[src/design/lpr_pkg.sv]
// shared types and constants of the line pixel rasterizer
package lpr_pkg;

  // field widths
  localparam int unsigned COORD_W   = 6;
  localparam int unsigned COLOR_W   = 24;
  localparam int unsigned CLIP_W    = 7;
  localparam int unsigned CFG_IDX_W = 2;
  localparam int unsigned CFG_W     = COLOR_W;
  localparam int unsigned ERR_W     = COORD_W + 1;

  // default tile edge
  localparam int unsigned TILE_SIZE_DEF = 64;

  // register indexes
  localparam logic [CFG_IDX_W-1:0] REG_DRAW_COLOR  = 2'd0;
  localparam logic [CFG_IDX_W-1:0] REG_CLIP_WIDTH  = 2'd1;
  localparam logic [CFG_IDX_W-1:0] REG_CLIP_HEIGHT = 2'd2;

  // register reset values
  localparam logic [COLOR_W-1:0] DRAW_COLOR_RST  = 24'hFF_FFFF;
  localparam logic [CLIP_W-1:0]  CLIP_WIDTH_RST  = 7'd64;
  localparam logic [CLIP_W-1:0]  CLIP_HEIGHT_RST = 7'd64;

  // sequencer states
  typedef enum logic [1:0] {
    ST_IDLE,
    ST_SETUP,
    ST_RUN
  } lpr_state_e;

endpackage

[src/design/line_pixel_rasterizer.sv]
// line rasterizer top level: setup, error-accumulator stepping and output register
//
// One line segment word is taken when idle; the next cycle sorts out the major
// axis, step directions and deltas, and from then on the single error
// accumulator adder steps one pixel per cycle into the output register,
// stalling while that register is full and not taken. Coordinates above
// TILE_SIZE - 1 are saturated. Horizontal and vertical lines walk upward
// from the smaller coordinate and leave out the larger one; other lines skip
// the start pixel and include the end pixel. The user must write
// configuration only while idle; the block itself does not enforce it.
module line_pixel_rasterizer #(
  parameter int unsigned TILE_SIZE = lpr_pkg::TILE_SIZE_DEF
) (
  input  logic                            clk_i,
  input  logic                            rst_ni,
  // configuration write port
  input  logic                            cfg_we_i,
  input  logic [lpr_pkg::CFG_IDX_W-1:0]   cfg_idx_i,
  input  logic [lpr_pkg::CFG_W-1:0]       cfg_data_i,
  // segment input
  input  logic                            in_valid_i,
  output logic                            in_ready_o,
  input  logic [lpr_pkg::COORD_W-1:0]     start_x_i,
  input  logic [lpr_pkg::COORD_W-1:0]     start_y_i,
  input  logic [lpr_pkg::COORD_W-1:0]     end_x_i,
  input  logic [lpr_pkg::COORD_W-1:0]     end_y_i,
  // pixel output
  output logic                            out_valid_o,
  input  logic                            out_ready_i,
  output logic [lpr_pkg::COORD_W-1:0]     pixel_x_o,
  output logic [lpr_pkg::COORD_W-1:0]     pixel_y_o,
  output logic                            inside_res_o,
  output logic [lpr_pkg::COLOR_W-1:0]     color_o,
  output logic                            last_o
);
  import lpr_pkg::*;

  localparam logic [COORD_W-1:0] TILE_MAX = COORD_W'(TILE_SIZE - 1);
  localparam logic [COORD_W-1:0] ONE      = COORD_W'(1);

  // configuration registers
  logic [COLOR_W-1:0] draw_color_q;
  logic [CLIP_W-1:0]  clip_width_q, clip_height_q;

  always_ff @(posedge clk_i or negedge rst_ni) begin
    if (!rst_ni) begin
      draw_color_q  <= DRAW_COLOR_RST;
      clip_width_q  <= CLIP_WIDTH_RST;
      clip_height_q <= CLIP_HEIGHT_RST;
    end else if (cfg_we_i) begin
      case (cfg_idx_i)
        REG_DRAW_COLOR:  draw_color_q  <= cfg_data_i[COLOR_W-1:0];
        REG_CLIP_WIDTH:  clip_width_q  <= cfg_data_i[CLIP_W-1:0];
        REG_CLIP_HEIGHT: clip_height_q <= cfg_data_i[CLIP_W-1:0];
        default: ;
      endcase
    end
  end

  // sequencer and datapath registers
  lpr_state_e         state_q, state_d;
  logic [COORD_W-1:0] x0_q, y0_q, x1_q, y1_q;
  logic [COORD_W-1:0] px_q, px_d, py_q, py_d;
  logic [COORD_W-1:0] amax_q, amax_d, amin_q, amin_d, cnt_q, cnt_d;
  logic [ERR_W-1:0]   err_q, err_d;
  logic               sx_q, sx_d, sy_q, sy_d, xmaj_q, xmaj_d;

  // output register
  logic               ovalid_q, ovalid_d, olast_q, olast_d, oinside_q, oinside_d;
  logic [COORD_W-1:0] ox_q, ox_d, oy_q, oy_d;
  logic [COLOR_W-1:0] ocolor_q, ocolor_d;

  logic in_fire, out_free;
  assign in_ready_o = (state_q == ST_IDLE);
  assign in_fire    = in_valid_i && in_ready_o;
  assign out_free   = !ovalid_q || out_ready_i;

  // saturate coordinates to the tile and hold them for setup
  function automatic logic [COORD_W-1:0] sat_coord(input logic [COORD_W-1:0] v);
    sat_coord = (v > TILE_MAX) ? TILE_MAX : v;
  endfunction

  always_ff @(posedge clk_i) begin
    if (in_fire) begin
      x0_q <= sat_coord(start_x_i);
      y0_q <= sat_coord(start_y_i);
      x1_q <= sat_coord(end_x_i);
      y1_q <= sat_coord(end_y_i);
    end
  end

  // setup values: deltas, directions, major axis
  logic               xgt, ygt;
  logic [COORD_W-1:0] ax, ay;
  assign xgt = x1_q > x0_q;
  assign ygt = y1_q > y0_q;
  assign ax  = xgt ? (x1_q - x0_q) : (x0_q - x1_q);
  assign ay  = ygt ? (y1_q - y0_q) : (y0_q - y1_q);

  // shared step unit: accumulate minor delta, compare and fold against major
  logic [ERR_W-1:0]   err_sum;
  logic               minor_step;
  logic [COORD_W-1:0] px_step, py_step;
  assign err_sum    = err_q + ERR_W'(amin_q);
  assign minor_step = err_sum >= ERR_W'(amax_q);
  assign px_step    = sx_q ? (px_q + ONE) : (px_q - ONE);
  assign py_step    = sy_q ? (py_q + ONE) : (py_q - ONE);

  // next state and datapath control
  always_comb begin
    state_d   = state_q;
    px_d      = px_q;
    py_d      = py_q;
    amax_d    = amax_q;
    amin_d    = amin_q;
    cnt_d     = cnt_q;
    err_d     = err_q;
    sx_d      = sx_q;
    sy_d      = sy_q;
    xmaj_d    = xmaj_q;
    ovalid_d  = ovalid_q && !out_ready_i;
    ox_d      = ox_q;
    oy_d      = oy_q;
    oinside_d = oinside_q;
    ocolor_d  = ocolor_q;
    olast_d   = olast_q;
    case (state_q)
      ST_IDLE: begin
        if (in_fire) state_d = ST_SETUP;
      end
      ST_SETUP: begin
        if (x0_q == x1_q) begin
          // vertical: walk up from one below the smaller y, no minor motion
          xmaj_d = 1'b0;
          px_d   = x0_q;
          py_d   = (ygt ? y0_q : y1_q) - ONE;
          sx_d   = 1'b1;
          sy_d   = 1'b1;
          amax_d = ay;
          amin_d = '0;
        end else if (y0_q == y1_q) begin
          // horizontal: walk right from one left of the smaller x
          xmaj_d = 1'b1;
          px_d   = (xgt ? x0_q : x1_q) - ONE;
          py_d   = y0_q;
          sx_d   = 1'b1;
          sy_d   = 1'b1;
          amax_d = ax;
          amin_d = '0;
        end else begin
          xmaj_d = ax >= ay;
          px_d   = x0_q;
          py_d   = y0_q;
          sx_d   = xgt;
          sy_d   = ygt;
          amax_d = (ax >= ay) ? ax : ay;
          amin_d = (ax >= ay) ? ay : ax;
        end
        err_d   = ERR_W'(amax_d >> 1);
        cnt_d   = amax_d;
        state_d = (amax_d == '0) ? ST_IDLE : ST_RUN;
      end
      ST_RUN: begin
        if (out_free) begin
          err_d = minor_step ? (err_sum - ERR_W'(amax_q)) : err_sum;
          if (xmaj_q) begin
            px_d = px_step;
            if (minor_step) py_d = py_step;
          end else begin
            py_d = py_step;
            if (minor_step) px_d = px_step;
          end
          cnt_d     = cnt_q - ONE;
          ovalid_d  = 1'b1;
          ox_d      = px_d;
          oy_d      = py_d;
          oinside_d = (CLIP_W'(px_d) < clip_width_q) && (CLIP_W'(py_d) < clip_height_q);
          ocolor_d  = draw_color_q;
          olast_d   = (cnt_q == ONE);
          if (cnt_q == ONE) state_d = ST_IDLE;
        end
      end
      default: state_d = ST_IDLE;
    endcase
  end

  // control registers
  always_ff @(posedge clk_i or negedge rst_ni) begin
    if (!rst_ni) begin
      state_q  <= ST_IDLE;
      ovalid_q <= 1'b0;
      cnt_q    <= '0;
    end else begin
      state_q  <= state_d;
      ovalid_q <= ovalid_d;
      cnt_q    <= cnt_d;
    end
  end

  // payload registers
  always_ff @(posedge clk_i) begin
    px_q      <= px_d;
    py_q      <= py_d;
    amax_q    <= amax_d;
    amin_q    <= amin_d;
    err_q     <= err_d;
    sx_q      <= sx_d;
    sy_q      <= sy_d;
    xmaj_q    <= xmaj_d;
    ox_q      <= ox_d;
    oy_q      <= oy_d;
    oinside_q <= oinside_d;
    ocolor_q  <= ocolor_d;
    olast_q   <= olast_d;
  end

  assign out_valid_o  = ovalid_q;
  assign pixel_x_o    = ox_q;
  assign pixel_y_o    = oy_q;
  assign inside_res_o = oinside_q;
  assign color_o      = ocolor_q;
  assign last_o       = olast_q;

  // stepping always has pixels left to emit
  a_run_cnt: assert property (@(posedge clk_i) disable iff (!rst_ni)
    (state_q == ST_RUN) |-> (cnt_q != '0))
    else $error("run state with no pixels left");

  // error accumulator stays below the major delta while stepping
  a_err_range: assert property (@(posedge clk_i) disable iff (!rst_ni)
    (state_q == ST_RUN) |-> (err_q < ERR_W'(amax_q)))
    else $error("error accumulator out of range");

  // the final step loads a pixel marked last and returns to idle
  a_last_step: assert property (@(posedge clk_i) disable iff (!rst_ni)
    (state_q == ST_RUN && out_free && cnt_q == ONE) |=>
      (out_valid_o && last_o && state_q == ST_IDLE))
    else $error("final pixel not marked last");

endmodule

[config.mk]
export PLATFORM = sky130hd
export DESIGN_NAME = line_pixel_rasterizer
export DESIGN_NICKNAME = d
export VERILOG_FILES = /design/src/design/lpr_pkg.sv /design/src/design/line_pixel_rasterizer.sv
export SDC_FILE = /design/constraint.sdc
export NUM_CORES = 1
export LEC_CHECK = 0
export BUFFER_PORTS_ARGS = -buffer_cell sky130_fd_sc_hd__clkbuf_2
export CAP_MARGIN = 20
export CORE_MARGIN = 1.5
export CORE_UTILIZATION = 24
export DETAILED_ROUTE_END_ITERATION = 10
export GPL_ROUTABILITY_DRIVEN = 1
export PLACE_DENSITY = 0.35
export SLEW_MARGIN = 20
export SYNTH_ARGS = -nofsm -noshare
export SYNTH_HDL_FRONTEND = slang
export SYNTH_SLANG_ARGS = --single-unit
[constraint.sdc]
create_clock -name clk_i -period 7.4 [get_ports clk_i]
set_clock_uncertainty 0.2 [all_clocks]
set_input_delay 0.74 -clock clk_i [delete_from_list [all_inputs] [get_ports clk_i]]
set_output_delay 0.74 -clock clk_i [all_outputs]
set_load 0.02 [all_outputs]
==> reports/results.txt <==
Setup total negative slack - 0 ps
Worst-margin pin slew - 1005 ps
Post-route ant nets - 0
Detailed Route Iter0 Violations - 293
Core Box Area - 34540 µm²
Worst skew pair latency - 430 ps
Layout area overhead - 17.89%
I/O pin count - 95
Die W - 190.4 µm
EDFF count, synth - 96
Fin nets - 969
Startpoint types - flop
GRT busiest layer - met2
Avg Cell Area, Syn - 10.97 µm²
Synth Instances - 768
Post-CTS Resized - 0
Endpoints failing hold - 0
Clock slew at reported path FFs - 70 ps
Final instance area - 9933 µm²
Initial Utilization - 24.39%
Sink Count - 143
Clock period minus worst slack - 5394 ps
DP Wirelength - 16360 µm
CTS buffer count - 17
GRT overflow - 0
Hold WS - 242.8 ps
Register bit count reported by yosys - 143
N_diodes - 0
Cts hold-fix bufs - 0
# setup viols final - 0
Post-CTS Setup Bufs - 0
Top FF cell, synth - edfxtp_1
# fillers - 3676
Count of different cell masters after synthesis - 64
Fraction of registers with async set/reset - 32.87%
Post-Synthesis Net Count - 893
Pin count of the biggest net entering global routing - 48
Vias in the first global route - 5836
CP Class - reg2reg
Cell Area, Synth - 8426 µm²
Share of layout cells above drive strength 1 - 25.70%
Initial antenna violation count - 0
CTS tree - built
Worst r2r src - y1_q[0]
Met3 Use GR - 2.521%
Class of the worst hold path - in2async
Vias/cell - 4.416
Grt met2 use - 19.78%
GRT Util Overall - 12.35%
Crit path from - y1_q[0]
Post-synthesis sequential area ratio - 48.56%
Fmax achieved - 185.4 MHz
CP Max Fanout - 16
Std cell rows - 68
DRC - 0
Final wirelength - 21730 µm
Die Footprint - 36240 µm²
Clock Tree Buf Depth - 2
First-pass iteration count of the detailed router - 5
First-pass GRT wire length - 33780 µm
Crit path DAT - 5490 ps
YS warnings - 0
WP data required - 7490 ps
Status - complete, no violations
Final Wtd Congestion - 0.7729
Worst slew margin - 32.96%
Post-place setup slack - 2051 ps
H-tree depth - 4
Crit path capture type - flop
Pins Over Slew Limit - 0
Via Count - 5790
Setup WS post-layout - 2006 ps
Routed len/inst - 16.57 µm
Placed cell area - 9335 µm²
Number of max-cap violations - 0
Final period utilization - 72.89%
Grt met1 use - 16.73%
Clock root cell - clkbuf_16
Die H - 190.4 µm
Unrepaired setup endpoints after global routing - false
Port buffer count - 94
-- through the flow --
| step | util (%) | instances |
|---|---|---|
| floorplan | - | 768 |
| global placement | 27.02 | 1280 |
| detailed placement | 27.02 | 1280 |
| CTS | 28.75 | 1311 |
| global route | 28.76 | 1311 |
| finish | 28.76 | 1311 |
-- logic make-up (layout without fill, tap and decap cells) --
| logic type | count (synthesis) | in the layout | share of synthesized area, % |
|---|---|---|---|
| compound gates | 174 | 174 | 13.28 |
| simple gates | 156 | 156 | 9.163 |
| flops | 143 | 143 | 48.56 |
| buf+inv | 126 | 214 | 5.851 |
| fa+ha+maj | 70 | 70 | 11.11 |
| mux | 68 | 68 | 8.821 |
| xor+xnor | 31 | 31 | 3.222 |
-- cells in the mapped netlist, types with 5 or more instances --
| cell type | instances | area share (%) |
|---|---|---|
| clkbuf_1 | 40 | 1.8 |
| xnor2_1 | 27 | 2.8 |
| nand2b_1 | 5 | 0.37 |
| mux2i_1 | 18 | 2.1 |
| o21ai_0 | 31 | 1.8 |
| edfxtp_1 | 96 | 34 |
| and3_1 | 8 | 0.59 |
| o211ai_1 | 5 | 0.45 |
| mux2_2 | 50 | 6.7 |
| a21oi_1 | 55 | 3.3 |
| o21bai_1 | 7 | 0.62 |
| nand3_1 | 13 | 0.77 |
| nor3_1 | 18 | 1.1 |
| nor2_1 | 46 | 2.0 |
| nand2_1 | 32 | 1.4 |
| dfstp_2 | 26 | 8.1 |
| ha_1 | 62 | 9.2 |
| fa_1 | 8 | 1.9 |
| dfrtp_1 | 21 | 6.2 |
| a21o_1 | 19 | 1.7 |
| o21a_1 | 12 | 1.1 |
| inv_1 | 83 | 3.7 |
| and2_1 | 6 | 0.45 |
| a211oi_1 | 7 | 0.62 |
| a31oi_1 | 6 | 0.45 |
-- path summary, 6_finish.rpt --
check	end	slack [ps]	cells after the start
max	state_q[1]	2010	19
min	clip_width_q[4]	240	2
max reg2reg	state_q[1]	2010	19
min reg2reg	cnt_q[5]	310	1
max in group asynchronous	cnt_q[5]	6300	2
min in group clk_i	y1_q[1]	280	1
-- flip-flops by register name (all words and copies together) (netlist names), 2 cells and up --
| signal | cells |
|---|---|
| state_q | 2 |
| y0_q | 6 |
| err_q | 7 |
| pixel_x_o | 6 |
| amin_q | 6 |
| px_q | 6 |
| clip_height_q | 7 |
| draw_color_q | 24 |
| clip_width_q | 7 |
| x1_q | 6 |
| cnt_q | 6 |
| color_o | 24 |
| x0_q | 6 |
| py_q | 6 |
| y1_q | 6 |
| pixel_y_o | 6 |
| amax_q | 6 |
-- critical path: stages (launching register included) --
cell and delay (ps):
edfxtp_1 430, inv_1 80, ha_1 130, inv_1 50
fa_1 420, a211oi_1 260, o21bai_1 140, o21ai_2 640
mux2_2 460, o21a_1 190, o21a_1 180, xor2_1 190
ha_1 280, a21oi_1 120, o21ai_0 90, buf_4 180
o21ai_2 420, mux2i_1 240, a2111oi_0 410, a21oi_1 120
-- cell usage in the layout, fill, tap and decap left out, types with 5 or more instances in the layout --
| master | instances |
|---|---|
| a211oi_1 | 7 |
| a21o_1 | 19 |
| a21oi_1 | 55 |
| a31oi_1 | 6 |
| and3_1 | 8 |
| buf_4 | 6 |
| clkbuf_16 | 17 |
| clkbuf_2 | 94 |
| dfrtp_1 | 21 |
| dfstp_2 | 26 |
| edfxtp_1 | 96 |
| fa_1 | 8 |
| ha_1 | 62 |
| inv_1 | 83 |
| inv_6 | 5 |
| mux2_2 | 50 |
| mux2i_1 | 18 |
| nand2_1 | 32 |
| nand2b_1 | 5 |
| nand3_1 | 13 |
| nor2_1 | 46 |
| nor3_1 | 18 |
| o211ai_1 | 5 |
| o21a_1 | 12 |
| o21ai_0 | 31 |
| o21bai_1 | 7 |
| xnor2_1 | 27 |
-- final cells by class --
class,instances,area (µm²),share of cell area (%)
Multi-Input combinational cell,499,3849,38.75
Tap cell,455,569.3,5.731
Sequential cell,143,4091,41.19
Inverter,83,311.5,3.136
Clock inverter,14,171.4,1.726
Clock buffer,17,425.4,4.283
Timing Repair Buffer,100,515.5,5.190
-- metal layers --
metal	part of all wire, %	up-vias	wire length [µm]
li1	-	2890	-
met1	49	2786	10540
met2	47	96	10230
met3	3.0	18	647
met4	1.4	0	309
met5	0	-	0
Power is not shown: default switching activity piles up to over one toggle a cycle in this logic, so the estimate is an artifact.
